## config.mk

```make
export PLATFORM = sky130hd
export DESIGN_NAME = arc_front
export DESIGN_NICKNAME = d
export VERILOG_FILES = /design/src/hdl/arc_pkg.sv /design/src/hdl/arc_front.sv
export SDC_FILE = /design/constraint.sdc
export NUM_CORES = 1
export LEC_CHECK = 0
export BUFFER_PORTS_ARGS = -buffer_cell sky130_fd_sc_hd__buf_2
export CAP_MARGIN = 20
export CORE_UTILIZATION = 54
export CTS_BUF_LIST = sky130_fd_sc_hd__clkbuf_8
export DETAILED_ROUTE_END_ITERATION = 12
export PLACE_DENSITY = 0.84
export SETUP_SLACK_MARGIN = 0.5
export SLEW_MARGIN = 10
export SYNTH_ARGS = -nofsm -noshare
export SYNTH_HDL_FRONTEND = slang
export SYNTH_SLANG_ARGS = --single-unit
```

## constraint.sdc

```tcl
create_clock -name clk -period 7.3 [get_ports clk]
set_clock_uncertainty 0.15 [all_clocks]
set_input_delay 0.365 -clock clk [delete_from_list [all_inputs] [get_ports clk]]
set_output_delay 0.365 -clock clk [all_outputs]
set_load 0.02 [all_outputs]
```

## src/hdl/arc_pkg.sv

```systemverilog
`default_nettype none
// ----------------------------------------------------------------------------
// arc_pkg
// Shared types, constants and helpers for the address range coalescer.
// ----------------------------------------------------------------------------
package arc_pkg;

    localparam int TABLE_DEPTH = 32;
    localparam int ADDR_BITS   = 48;
    localparam int IDX_W       = $clog2(TABLE_DEPTH);
    localparam int COUNT_BITS  = 16;

    localparam logic KIND_ADD  = 1'b0;
    localparam logic KIND_DUMP = 1'b1;

    typedef logic [ADDR_BITS-1:0]   addr_t;
    typedef logic [TABLE_DEPTH-1:0] slot_vec_t;
    typedef logic [IDX_W-1:0]       slot_idx_t;
    typedef logic [COUNT_BITS-1:0]  count_t;

    // one queued request
    typedef struct packed {
        logic  kind;
        addr_t span_lo;
        addr_t span_hi;
    } item_t;

    // queue head as seen by the table engine
    typedef struct packed {
        logic  valid;
        item_t item;
    } head_t;

    typedef enum logic [1:0] {
        ST_IDLE,
        ST_MATCH,
        ST_WRITE,
        ST_DUMP
    } eng_state_t;

    // isolate lowest set bit
    function automatic slot_vec_t low_onehot(input slot_vec_t v);
        low_onehot = v & (~v + slot_vec_t'(1));
    endfunction

    // index of lowest set bit, 0 when none
    function automatic slot_idx_t low_index(input slot_vec_t v);
        slot_idx_t idx;
        idx = '0;
        for (int i = TABLE_DEPTH - 1; i >= 0; i--) begin
            if (v[i])
            begin
                idx = slot_idx_t'(i);
            end
        end
        low_index = idx;
    endfunction

endpackage
`default_nettype wire

```

## src/hdl/arc_front.sv

```systemverilog
`default_nettype none
// ----------------------------------------------------------------------------
// arc_front
// Request intake: two-entry queue between the stream input and the table.
// ----------------------------------------------------------------------------
module arc_front
    import arc_pkg::*;
(
    input  wire logic clk,
    input  wire logic rst_n,
    input  wire logic s_axis_tvalid,
    output logic      s_axis_tready,
    input  wire item_t in_item,
    output head_t     head,
    input  wire logic pop
);

    item_t      slot_reg [2];
    logic       wr_ptr_reg, wr_ptr_next;
    logic       rd_ptr_reg, rd_ptr_next;
    logic [1:0] fill_reg, fill_next;
    logic       push;
    logic       do_pop;

    assign s_axis_tready = (fill_reg != 2'd2);
    assign push          = s_axis_tvalid && s_axis_tready;
    assign do_pop        = pop && (fill_reg != 2'd0);

    assign head.valid = (fill_reg != 2'd0);
    assign head.item  = slot_reg[rd_ptr_reg];

    always_comb
    begin
        wr_ptr_next = push   ? ~wr_ptr_reg : wr_ptr_reg;
        rd_ptr_next = do_pop ? ~rd_ptr_reg : rd_ptr_reg;
        fill_next   = fill_reg + {1'b0, push} - {1'b0, do_pop};
    end

    always_ff @(posedge clk or negedge rst_n)
    begin
        if (!rst_n)
        begin
            wr_ptr_reg <= 1'b0;
            rd_ptr_reg <= 1'b0;
            fill_reg   <= 2'd0;
        end
        else
        begin
            wr_ptr_reg <= wr_ptr_next;
            rd_ptr_reg <= rd_ptr_next;
            fill_reg   <= fill_next;
        end
    end

    always_ff @(posedge clk)
    begin
        if (push)
        begin
            slot_reg[wr_ptr_reg] <= in_item;
        end
    end

endmodule
`default_nettype wire

```

==> Flow_metrics.wiki, run 1 <==
{| class="wikitable"
! Metric !! Value
|-
| Outcome || complete, no violations
|-
| Highest achievable clock rate || 313.2 MHz
|-
| Number of diodes || 0
|-
| Syn avg cell area || 22.79 µm²
|-
| Hold bufs inserted after CTS || 98
|-
| Fraction of synthesized cell area in xor and xnor cells || 0.004819
|-
| I/O pin count || 200
|-
| Fin nets || 730
|-
| Routed via count || 3975
|-
| Synth Area in Simple Gates || 0.004475
|-
| Max Fanout on Critical Path || 53
|-
| Period utilization || 0.4374
|-
| Share of power burned in combinational logic || 0.351
|-
| Starting utilization of the core area || 0.5511
|-
| CP delay by family, top || buffers and inverters
|-
| Clk_lat worst skew || 0.45 ns
|-
| GRT overflow || 0
|-
| Clock input transition at the sequential cells of the worst setup and hold paths || 0.09 ns
|-
| Library cells used by synthesis || 16
|-
| First-pass iteration count of the detailed router || 4
|-
| Slew at the pin closest to its max-slew limit || 0.9626 ns
|-
| Largest cells by area after synthesis || sky130_fd_sc_hd__edfxtp_1 (80%), sky130_fd_sc_hd__mux2_2 (12%), sky130_fd_sc_hd__mux2_4 (4.1%), sky130_fd_sc_hd__dfrtp_1 (1.4%), sky130_fd_sc_hd__buf_6 (0.62%)
|-
| P per Cell Area || 365.4 nW/µm²
|-
| Pin count of the biggest net entering global routing || 75
|-
| Final count of negative-setup-slack endpoints || 0
|-
| Cell Area, Synth || 7269 µm²
|-
| Count of buffers inserted at the top-level ports || 199
|-
| WL per Instance || 17.11 µm
|-
| Share of cell area taken by muxes after synthesis || 0.1606
|-
| Layout Area Growth over Synthesis || 34.78%
|-
| Number of buffers created by CTS || 17
|-
| Post-synthesis net count || 422
|-
| Count of warnings emitted by yosys || 0
|-
| FFs w/ async S/R, synth || 0.02020
|-
| Total core area || 13190 µm²
|-
| Horizontal die dimension || 118.0 µm
|-
| Flip-flop count of the largest register, all copies and words added || 194
|-
| RR Startpoint || fill_reg[1]$_DFF_PN0_
|-
| Vias per cell || 4.871
|-
| Crit path cell chain || buf_4, mux2_2, buf_2
|-
| Clk network pwr share || 0.181
|-
| Overall power || 3.580 mW
|-
| Wire length of the first global-routing pass || 21.44 mm
|-
| Number of register bits inferred by synthesis || 198
|-
| Final Max Tran Viols || 0
|-
| Main combinational cell family by area after synthesis || multiplexers
|-
| Signal arrival time at the worst endpoint || 2.68 ns
|-
| Internal power contribution || 2.388 mW
|-
| Total stage count of the critical path || 3
|-
| Required time of the worst setup path || 6.78 ns
|-
| Count of flip-flops with a built-in enable after synthesis || 194
|-
| ANT nets after route || 0
|-
| Area fraction in compound gates after synthesis || 0
|-
| Switching fraction of total power || 0.3330
|-
| Portion of synthesized cell area occupied by the leading cell type || 0.8014
|-
| Sequential share of power || 0.467
|-
| Total track usage || 0.2080
|-
| Worst Hold Path EP || rd_ptr_reg$_DFFE_PN0P_
|-
| Number of antenna violations at the first check in global routing || 0
|-
| Launch instance of the worst min-delay path || pop
|-
| Full die area || 13930 µm²
|-
| Row Count || 42
|-
| Die Ht || 118.0 µm
|-
| Count leader, synth || sky130_fd_sc_hd__edfxtp_1
|-
| Number of levels the H-tree was split into || 4
|-
| FF-to-FF End || slot_reg[0][93]$_DFFE_PP_
|-
| Leading post-synthesis cells by instance count || sky130_fd_sc_hd__edfxtp_1 (194), sky130_fd_sc_hd__mux2_2 (77), sky130_fd_sc_hd__mux2_4 (20), sky130_fd_sc_hd__buf_2 (7)
|-
| R2R cell count || 4
|-
| Worst slew slack as a fraction of its limit || 0.3582
|-
| Slowest stage cell on the critical path || sky130_fd_sc_hd__dfrtp_4
|-
| DRC violation count after routing || 0
|-
| IR Drop Worst-Case VDD || 0.2776 mV
|-
| Root buffer selected by CTS || sky130_fd_sc_hd__clkbuf_8
|-
| Maximum number of buffers from clock root to sink || 2
|-
| Final Hold Violating Endpoints || 0
|-
| Sequential element share of the synthesized area || 0.8151
|-
| Number of global-route vias before repair || 4340
|-
| Total Neg Setup Slack || 0 ns
|-
| Setup repair bufs after CTS || 0
|-
| Register-to-register setup slack || 4.60 ns
|-
| Static leakage || 3.761 nW
|-
| Cells after Synth || 319
|-
| TritonCTS clock tree || yes
|-
| Kind of critical path || reg2out
|-
| Crit. End Element || output port
|-
| Worst hold path cell count || 3
|-
| Half-perimeter wire length after detailed placement || 8.026 mm
|-
| Type of the most critical hold path || in2reg
|-
| Max-cap violations || 0
|-
| Period minus WS final || 3.193 ns
|-
| Dominant register cell in the synthesized netlist || sky130_fd_sc_hd__edfxtp_1
|-
| # resized after CTS || 0
|-
| Critical path launch point type || flip-flop
|-
| Unrepaired setup endpoints after global routing || false
|-
| Area leader, netlist || sky130_fd_sc_hd__edfxtp_1
|-
| Critical Path Max Stage Delay || 0.83 ns
|-
| Fraction of layout cells with a size suffix above 1 || 0.5203
|-
| Crit path buf inv count || 2
|-
| Count of routing violations after the opening detailed-route iteration || 267
|-
| Final weighted congestion of routability-driven global placement || 0.7465
|-
| Switching power || 1.192 mW
|-
| Drt total wl || 13.97 mm
|-
| Arithmetic-cell share of the synthesized area counting full adders, half adders and majority gates || 0.003442
|-
| Clk sink count || 198
|}
per-layer routing:
metal / wire [µm] / GRT usage
met5: 0 / 0
met4: 349 / 0.09455
met3: 767 / 0.05862
met2: 7405 / 0.3680
met1: 5442 / 0.2324
layout by cell type, fill, tap and decap left out:
cell type / instances
sky130_fd_sc_hd__or2_2: 1
sky130_fd_sc_hd__bufinv_16: 2
sky130_fd_sc_hd__clkinvlp_4: 2
sky130_fd_sc_hd__mux2_4: 20
sky130_fd_sc_hd__dfrtp_1: 3
sky130_fd_sc_hd__and3_4: 1
sky130_fd_sc_hd__clkinv_1: 1
sky130_fd_sc_hd__edfxtp_1: 194
sky130_fd_sc_hd__xnor2_1: 3
sky130_fd_sc_hd__and2_1: 1
sky130_fd_sc_hd__dlygate4sd3_1: 98
sky130_fd_sc_hd__nand2_1: 1
sky130_fd_sc_hd__nand2b_1: 1
sky130_fd_sc_hd__buf_2: 199
sky130_fd_sc_hd__clkinv_2: 6
sky130_fd_sc_hd__inv_6: 1
sky130_fd_sc_hd__clkinv_4: 2
sky130_fd_sc_hd__nor2_4: 1
sky130_fd_sc_hd__inv_1: 2
sky130_fd_sc_hd__buf_4: 3
sky130_fd_sc_hd__clkbuf_8: 17
sky130_fd_sc_hd__dfrtp_4: 1
sky130_fd_sc_hd__mux2_2: 77
sky130_fd_sc_hd__ha_1: 2
sky130_fd_sc_hd__xor2_1: 1
power groups by stage:
stage,Combinational (mW),Clock (mW),Sequential (mW)
after floorplan,0.925,0,1.65
after global placement,1.20,0,1.68
after detailed placement,1.21,0,1.70
after CTS,1.26,0.662,1.67
after global routing,1.33,0.702,1.70
final,1.26,0.650,1.67
cell type report:
type / instances / area, µm²
Multi-Input combinational cell: 109 / 1272
Timing Repair Buffer: 300 / 1999
Fill cell: 750 / 3392
Tap cell: 176 / 220.2
Inverter: 1 / 3.754
Clock buffer: 17 / 234.0
Clock inverter: 15 / 138.9
Sequential cell: 198 / 5929
metrics by stage:
step	std cells	area, µm²	utilization	hold WS [ns]	setup slack, ns
6_report	816	9798	0.7428	0.09227	4.107
5_1_grt	816	9798	0.7428	0.07064	3.971
4_1_cts	816	9798	0.7428	0.05112	4.062
3_5_place_dp	686	8444	0.6402	0.02916	4.592
3_3_place_gp	686	8444	0.6402	0.02382	4.608
2_1_floorplan	319	7269	-	-0.08059	1.800
how the worst max path moves through the flow:
stage | from | end | slack, ns
2_1_floorplan | fill_reg[1]$_DFF_PN0_ | slot_reg[0][0]$_DFFE_PP_ | 1.80
3_3_place_gp | rd_ptr_reg$_DFFE_PN0P_ | head[28] | 4.61
3_5_place_dp | rd_ptr_reg$_DFFE_PN0P_ | head[41] | 4.59
4_1_cts | rd_ptr_reg$_DFFE_PN0P_ | head[41] | 4.06
5_1_grt | rd_ptr_reg$_DFFE_PN0P_ | head[35] | 3.97
6_report | rd_ptr_reg$_DFFE_PN0P_ | head[35] | 4.11
cell families (layout without fill, tap and decap cells):
group / count (synthesis) / after routing
multiplexers: 97 / 97
XOR/XNOR: 4 / 4
flip-flops: 198 / 198
buffers and inverters: 12 / 333
adder cells (fa/ha/maj): 2 / 2
AND/OR/NAND/NOR: 6 / 6
worst min-delay path, cell delays in order:
cell and delay (ns):
sky130_fd_sc_hd__buf_2 0.08, sky130_fd_sc_hd__and2_1 0.15, sky130_fd_sc_hd__xor2_1 0.07
No activity file was read; power rests on OpenSTA's default activity.
==> run 2, diff against run 1 <==
- clock period: 7.3 -> 3.05 ns (I/O delays scaled with it)
==> Flow_metrics.wiki, run 2 (synthesis results as in run 1) <==
{| class="wikitable"
! Metric !! Value
|-
| Row Count || 42 (unchanged)
|-
| Count of routing violations after the opening detailed-route iteration || 242 (was 267)
|-
| Crit. End Element || output port (unchanged)
|-
| Number of levels the H-tree was split into || 4 (unchanged)
|-
| Starting utilization of the core area || 0.5511 (unchanged)
|-
| RR Startpoint || fill_reg[1]$_DFF_PN0_ (unchanged)
|-
| Outcome || complete, no violations (unchanged)
|-
| Clk_lat worst skew || 0.46 ns (was 0.45 ns)
|-
| # resized after CTS || 0 (unchanged)
|-
| Drt total wl || 14.87 mm (was 13.97 mm)
|-
| Final count of negative-setup-slack endpoints || 0 (unchanged)
|-
| Root buffer selected by CTS || sky130_fd_sc_hd__clkbuf_8 (unchanged)
|-
| R2R cell count || 7 (was 4)
|-
| Launch instance of the worst min-delay path || in_item[42] (was pop)
|-
| Routed via count || 4130 (was 3975)
|-
| Clock input transition at the sequential cells of the worst setup and hold paths || 0.10 ns (was 0.09 ns)
|-
| Final weighted congestion of routability-driven global placement || 0.7431 (was 0.7465)
|-
| Leading cell type in the layout, fill and taps excluded || sky130_fd_sc_hd__buf_2 (unchanged)
|-
| Pin count of the biggest net entering global routing || 60 (was 75)
|-
| Commonest cells after routing, fill and taps aside || sky130_fd_sc_hd__buf_2 (199), sky130_fd_sc_hd__edfxtp_1 (194), sky130_fd_sc_hd__dlygate4sd3_1 (101) (was sky130_fd_sc_hd__buf_2 (199), sky130_fd_sc_hd__edfxtp_1 (194), sky130_fd_sc_hd__dlygate4sd3_1 (98))
|-
| Slowest stage cell on the critical path || sky130_fd_sc_hd__dfrtp_4 (unchanged)
|-
| Layout Area Growth over Synthesis || 37.02% (was 34.78%)
|-
| Cell count after placement || 689 (was 686)
|-
| Unrepaired setup endpoints after global routing || false (unchanged)
|-
| GRT overflow || 0 (unchanged)
|-
| I/O pin count || 200 (unchanged)
|-
| Half-perimeter wire length after detailed placement || 8.553 mm (was 8.026 mm)
|-
| Multi-input gate area in the final layout || 1287 µm² (was 1272 µm²)
|-
| Wire length of the first global-routing pass || 22.44 mm (was 21.44 mm)
|-
| Required time of the worst setup path || 2.75 ns (was 6.78 ns)
|-
| Fraction of layout cells with a size suffix above 1 || 0.5240 (was 0.5203)
|-
| Number of buffers created by CTS || 17 (unchanged)
|-
| Critical path launch point type || flip-flop (unchanged)
|-
| Final cell count without fillers || 823 (was 816)
|-
| Fin area || 9961 µm² (was 9798 µm²)
|-
| Period minus WS final || 2.347 ns
|-
| Clk sink count || 198 (unchanged)
|-
| Kind of critical path || reg2out (unchanged)
|-
| Register-to-register setup slack || 1.00 ns (was 4.60 ns)
|-
| Max Fanout on Critical Path || 41 (was 53)
|-
| Critical Path Max Stage Delay || 0.67 ns (was 0.83 ns)
|-
| Worst hold path cell count || 2 (was 3)
|-
| Die Ht || 118.0 µm (unchanged)
|-
| Count of buffers inserted at the top-level ports || 199 (unchanged)
|-
| Fin nets || 737 (was 730)
|-
| Slew at the pin closest to its max-slew limit || 0.5290 ns (was 0.9626 ns)
|-
| Sequential Area || 5929 µm² (unchanged)
|-
| DRC violation count after routing || 0 (unchanged)
|-
| Full die area || 13930 µm² (unchanged)
|-
| Total Neg Setup Slack || 0 ns (unchanged)
|-
| Placement Cell Area || 8519 µm² (was 8444 µm²)
|-
| Number of diodes || 0 (unchanged)
|-
| Crit path cell chain || buf_12, mux2_2, buf_2 (was buf_4, mux2_2, buf_2)
|-
| Fill cells || 762 (was 750)
|-
| Type of the most critical hold path || in2reg (unchanged)
|-
| Number of antenna violations at the first check in global routing || 0 (unchanged)
|-
| ANT nets after route || 0 (unchanged)
|-
| Highest achievable clock rate || 426.1 MHz
|-
| Number of global-route vias before repair || 4493 (was 4340)
|-
| Signal arrival time at the worst endpoint || 2.04 ns (was 2.68 ns)
|-
| Max-cap violations || 0 (unchanged)
|-
| WL per Instance || 18.07 µm (was 17.11 µm)
|-
| Horizontal die dimension || 118.0 µm (unchanged)
|-
| First-pass iteration count of the detailed router || 4 (unchanged)
|-
| Total track usage || 0.2201 (was 0.2080)
|-
| Overall power || 8.866 mW (was 3.580 mW)
|-
| Worst slew slack as a fraction of its limit || 0.6473 (was 0.3582)
|-
| Final Hold Violating Endpoints || 0 (unchanged)
|-
| TritonCTS clock tree || yes (unchanged)
|-
| Vias per cell || 5.018 (was 4.871)
|-
| Maximum number of buffers from clock root to sink || 2 (unchanged)
|-
| Static leakage || 3.818 nW (was 3.761 nW)
|-
| P per Cell Area || 890.1 nW/µm² (was 365.4 nW/µm²)
|-
| FF-to-FF End || fill_reg[1]$_DFF_PN0_ (was slot_reg[0][93]$_DFFE_PP_)
|-
| Total core area || 13190 µm² (unchanged)
|-
| IR Drop Worst-Case VDD || 0.6862 mV (was 0.2776 mV)
|-
| Period utilization || 0.7695
|-
| Worst Hold Path EP || slot_reg[0][42]$_DFFE_PP_ (was rd_ptr_reg$_DFFE_PN0P_)
|-
| Final Max Tran Viols || 0 (unchanged)
|-
| Flip-flop count of the largest register, all copies and words added || 194 (unchanged)
|-
| Worst hold slack after final layout || 0.2587 ns (was 0.09227 ns)
|}
==> run 2: cell count changes in the layout (fill, tap and decap cells not counted) <==
cell,delta
sky130_fd_sc_hd__clkinv_1,+1
sky130_fd_sc_hd__inv_1,-1
sky130_fd_sc_hd__buf_12,+4
sky130_fd_sc_hd__nand2b_1,-1
sky130_fd_sc_hd__nand2b_4,+1
sky130_fd_sc_hd__inv_6,+2
sky130_fd_sc_hd__clkinvlp_4,+2
sky130_fd_sc_hd__clkinv_2,-5
sky130_fd_sc_hd__nand2_1,-1
sky130_fd_sc_hd__dlygate4sd3_1,+3
sky130_fd_sc_hd__bufinv_16,+1
sky130_fd_sc_hd__nand2_4,+1
==> run 2: stage by stage <==
step / setup slack [ns] / utilization
after floorplan: 0.4274 / -
after global placement: 1.016 / 0.6459
after detailed placement: 0.9828 / 0.6459
after CTS: 0.6761 / 0.7552
after global routing: 0.6215 / 0.7552
final: 0.7029 / 0.7552
==> run 2: area by class of cell <==
class / instances / area share
flip-flops and latches: 198 / 0.5953
repair buffers: 307 / 0.2118
inverters: 1 / 0.0003768
well taps: 176 / 0.02211
clock inverters: 15 / 0.01771
clock buffers: 17 / 0.02349
multi-input cells: 109 / 0.1293
==> run 2: metal layers <==
layer / global-route usage / share of wire / up-vias
met5: 0 / 0 / -
met4: 0.09856 / 0.019 / 0
met3: 0.05911 / 0.063 / 28
met2: 0.3978 / 0.53 / 182
met1: 0.2410 / 0.38 / 2029
li1: - / - / 1891
==> run 2: repair_timing <==
| action | in CTS | in global routing |
|---|---|---|
| endpoints found under the setup margin | 26 | 0 |
| buffers inserted | 1 | 0 |
| hold endpoints to repair | 201 | 0 |
| hold buffers | 101 | 0 |
==> run 2: report_power, final <==
group          switching (mW)  leakage (nW)  internal, mW
clock                   0.890         0.194         0.812
combinational            1.86          1.78          1.36
sequential              0.228          1.85          3.72
total                    2.97          3.82          5.89
==> run 2: worst max-delay path: cells and delay by family, from the launching register on <==
kind | cells | cell delay, ns
flops | 1 | 0.67
buf+inv | 2 | 0.47
mux | 1 | 0.39
==> run 2: how the worst max path moves through the flow <==
stage,slack [ns],startpoint,cells after the start,to
floorplan,0.43,fill_reg[1]$_DFF_PN0_,3,slot_reg[0][0]$_DFFE_PP_
detailed placement,0.98,rd_ptr_reg$_DFFE_PN0P_,3,head[60]
global route,0.62,rd_ptr_reg$_DFFE_PN0P_,3,head[51]
finish,0.70,rd_ptr_reg$_DFFE_PN0P_,3,head[51]
CTS,0.68,rd_ptr_reg$_DFFE_PN0P_,3,head[60]
global placement,1.02,rd_ptr_reg$_DFFE_PN0P_,3,head[51]
==> run 3, diff against run 2 <==
- clock period: 3.05 -> 2.35 ns (I/O delays scaled with it)
==> Flow_metrics.wiki, run 3 (synthesis results as in run 1) <==
{| class="wikitable"
! Metric !! Value
|-
| Fin nets || 751 (was 737)
|-
| First-pass iteration count of the detailed router || 4 (unchanged)
|-
| Period minus WS final || 2.038 ns
|-
| Clk sink count || 198 (unchanged)
|-
| Wire length of the first global-routing pass || 22.68 mm (was 22.44 mm)
|-
| Drt total wl || 16.80 mm (was 14.87 mm)
|-
| ANT nets after route || 0 (unchanged)
|-
| Pin count of the biggest net entering global routing || 57 (was 60)
|-
| Switching power || 4.146 mW (was 2.974 mW)
|-
| Worst slew slack as a fraction of its limit || 0.7332 (was 0.6473)
|-
| Period utilization || 0.8671
|-
| Outcome || complete, no violations (unchanged)
|-
| Horizontal die dimension || 118.0 µm (unchanged)
|-
| Sequential Area || 5929 µm² (unchanged)
|-
| Root buffer selected by CTS || sky130_fd_sc_hd__clkbuf_8 (unchanged)
|-
| IR Drop Worst-Case VDD || 0.9429 mV (was 0.6862 mV)
|-
| Kind of critical path || reg2out (unchanged)
|-
| GRT overflow || 0 (unchanged)
|-
| Register-to-register setup slack || 0.55 ns (was 1.00 ns)
|-
| Signal arrival time at the worst endpoint || 1.77 ns (was 2.04 ns)
|-
| Internal power contribution || 8.242 mW (was 5.893 mW)
|-
| Flip-flop count of the largest register, all copies and words added || 194 (unchanged)
|-
| Commonest cells after routing, fill and taps aside || sky130_fd_sc_hd__edfxtp_1 (194), sky130_fd_sc_hd__buf_2 (159), sky130_fd_sc_hd__dlygate4sd3_1 (101) (was sky130_fd_sc_hd__buf_2 (199), sky130_fd_sc_hd__edfxtp_1 (194), sky130_fd_sc_hd__dlygate4sd3_1 (101))
|-
| Number of global-route vias before repair || 4476 (was 4493)
|-
| Multi-input gate area in the final layout || 1348 µm² (was 1287 µm²)
|-
| Sequential share of power || 0.408 (was 0.445)
|-
| Max Fanout on Critical Path || 9 (was 41)
|-
| Number of diodes || 0 (unchanged)
|-
| DRC violation count after routing || 0 (unchanged)
|-
| Slew at the pin closest to its max-slew limit || 0.4001 ns (was 0.5290 ns)
|-
| Required time of the worst setup path || 2.08 ns (was 2.75 ns)
|-
| Critical path launch point type || flip-flop (unchanged)
|-
| Total core area || 13190 µm² (unchanged)
|-
| Leading cell type in the layout, fill and taps excluded || sky130_fd_sc_hd__edfxtp_1 (was sky130_fd_sc_hd__buf_2)
|-
| P per Cell Area || 1186 nW/µm² (was 890.1 nW/µm²)
|-
| WL per Instance || 20.07 µm (was 18.07 µm)
|-
| Half-perimeter wire length after detailed placement || 8.352 mm (was 8.553 mm)
|-
| Worst hold path cell count || 2 (unchanged)
|-
| I/O pin count || 200 (unchanged)
|-
| Number of levels the H-tree was split into || 4 (unchanged)
|-
| Layout Area Growth over Synthesis || 43.74% (was 37.02%)
|-
| Number of buffers created by CTS || 17 (unchanged)
|-
| Max-cap violations || 0 (unchanged)
|-
| Final count of negative-setup-slack endpoints || 0 (unchanged)
|-
| Switching fraction of total power || 0.3347 (was 0.3354)
|-
| Fraction of layout cells with a size suffix above 1 || 0.5371 (was 0.5240)
|-
| Vias per cell || 5.087 (was 5.018)
|-
| Highest achievable clock rate || 490.8 MHz
|-
| Static leakage || 4.023 nW (was 3.818 nW)
|-
| Share of power burned in combinational logic || 0.435 (was 0.363)
|-
| Worst hold slack after final layout || 0.2324 ns (was 0.2587 ns)
|-
| TritonCTS clock tree || yes (unchanged)
|-
| RR Startpoint || fill_reg[0]$_DFF_PN0_ (was fill_reg[1]$_DFF_PN0_)
|-
| Full die area || 13930 µm² (unchanged)
|-
| Final weighted congestion of routability-driven global placement || 0.7075 (was 0.7431)
|-
| Unrepaired setup endpoints after global routing || true (was false)
|-
| R2R cell count || 7 (unchanged)
|-
| Clk_lat worst skew || 0.45 ns (was 0.46 ns)
|-
| Total track usage || 0.2211 (was 0.2201)
|-
| Overall power || 12.39 mW (was 8.866 mW)
|-
| Count of buffers inserted at the top-level ports || 199 (unchanged)
|-
| Starting utilization of the core area || 0.5511 (unchanged)
|-
| Launch instance of the worst min-delay path || in_item[8] (was in_item[42])
|-
| Clock input transition at the sequential cells of the worst setup and hold paths || 0.10 ns (about the same)
|-
| Maximum number of buffers from clock root to sink || 2 (unchanged)
|-
| Die Ht || 118.0 µm (unchanged)
|-
| Count of routing violations after the opening detailed-route iteration || 285 (was 242)
|-
| Final Hold Violating Endpoints || 0 (unchanged)
|-
| Routed via count || 4258 (was 4130)
|-
| Number of antenna violations at the first check in global routing || 0 (unchanged)
|-
| Clk network pwr share || 0.157 (was 0.192)
|-
| Row Count || 42 (unchanged)
|-
| Fill cells || 676 (was 762)
|-
| Crit. End Element || output port (unchanged)
|-
| Final Max Tran Viols || 0 (unchanged)
|-
| Worst Hold Path EP || slot_reg[0][8]$_DFFE_PP_ (was slot_reg[0][42]$_DFFE_PP_)
|-
| FF-to-FF End || fill_reg[1]$_DFF_PN0_ (unchanged)
|-
| Type of the most critical hold path || in2reg (unchanged)
|}
-- run 3: cell count changes in the layout (fill, tap and decap cells not counted), sizes merged --
cell / delta
clkbuf: +5
clkinvlp: -1
inv: +1
buf: +9
clkinv: +2
bufinv: -2
-- run 3: layout make-up --
cell class / count / share of cell area
clock buffer: 17 / 0.02239
clock inverter: 15 / 0.01102
inverter: 1 / 0.0003592
multi-input combinational: 109 / 0.1290
sequential: 198 / 0.5675
tap: 176 / 0.02108
timing repair buffer: 321 / 0.2487
-- run 3: power groups by stage --
stage / logic [mW] / registers (mW) / clock network [mW]
after floorplan: 2.90 / 5.05 / 0
after global placement: 3.96 / 5.10 / 0
after detailed placement: 4.04 / 5.17 / 0
after CTS: 4.31 / 5.04 / 1.97
after global routing: 5.61 / 5.11 / 2.10
final: 5.39 / 5.06 / 1.94
-- run 3: timing repair --
action	CTS	global route
gates cloned	0	8
gates resized for setup	4	87
hold buffers	101	0
endpoints found under the hold margin	201	0
buffers inserted	4	3
pin swaps	3	4
endpoints found under the setup margin	98	139
-- run 3: worst max-delay path: stages, from the launching register on --
cell and delay, ns:
sky130_fd_sc_hd__dfrtp_4 0.53, sky130_fd_sc_hd__buf_12 0.17, sky130_fd_sc_hd__buf_6 0.15, sky130_fd_sc_hd__mux2_4 0.31, sky130_fd_sc_hd__buf_2 0.16
-- run 3: worst max path at each step --
stage / start / to / depth (start not counted)
5_1_grt: rd_ptr_reg$_DFFE_PN0P_ / head[10] / 4
2_1_floorplan: fill_reg[1]$_DFF_PN0_ / slot_reg[0][0]$_DFFE_PP_ / 3
4_1_cts: rd_ptr_reg$_DFFE_PN0P_ / head[11] / 3
3_3_place_gp: fill_reg[1]$_DFF_PN0_ / fill_reg[1]$_DFF_PN0_ / 7
3_5_place_dp: fill_reg[1]$_DFF_PN0_ / fill_reg[1]$_DFF_PN0_ / 7
6_report: rd_ptr_reg$_DFFE_PN0P_ / head[77] / 4
-- run 3: metrics by stage --
stage / instances / setup slack (ns) / instance area (µm²) / utilization / TNS, ns
finish: 837 / 0.3124 / 10450 / 0.7922 / 0
global route: 837 / 0.2750 / 10450 / 0.7922 / 0
CTS: 826 / 0.2673 / 9950 / 0.7543 / 0
detailed placement: 689 / 0.3821 / 8544 / 0.6478 / 0
global placement: 689 / 0.4501 / 8544 / 0.6478 / 0
floorplan: 319 / -0.2726 / 7293 / - / -29.75
-- run 3: layer usage --
layer / vias up / track usage / part of all wire
li1: 1928 / - / -
met3: 28 / 0.06153 / 0.055
met4: 0 / 0.09535 / 0.023
met1: 2113 / 0.2355 / 0.37
met5: - / 0 / 0
met2: 189 / 0.4066 / 0.55
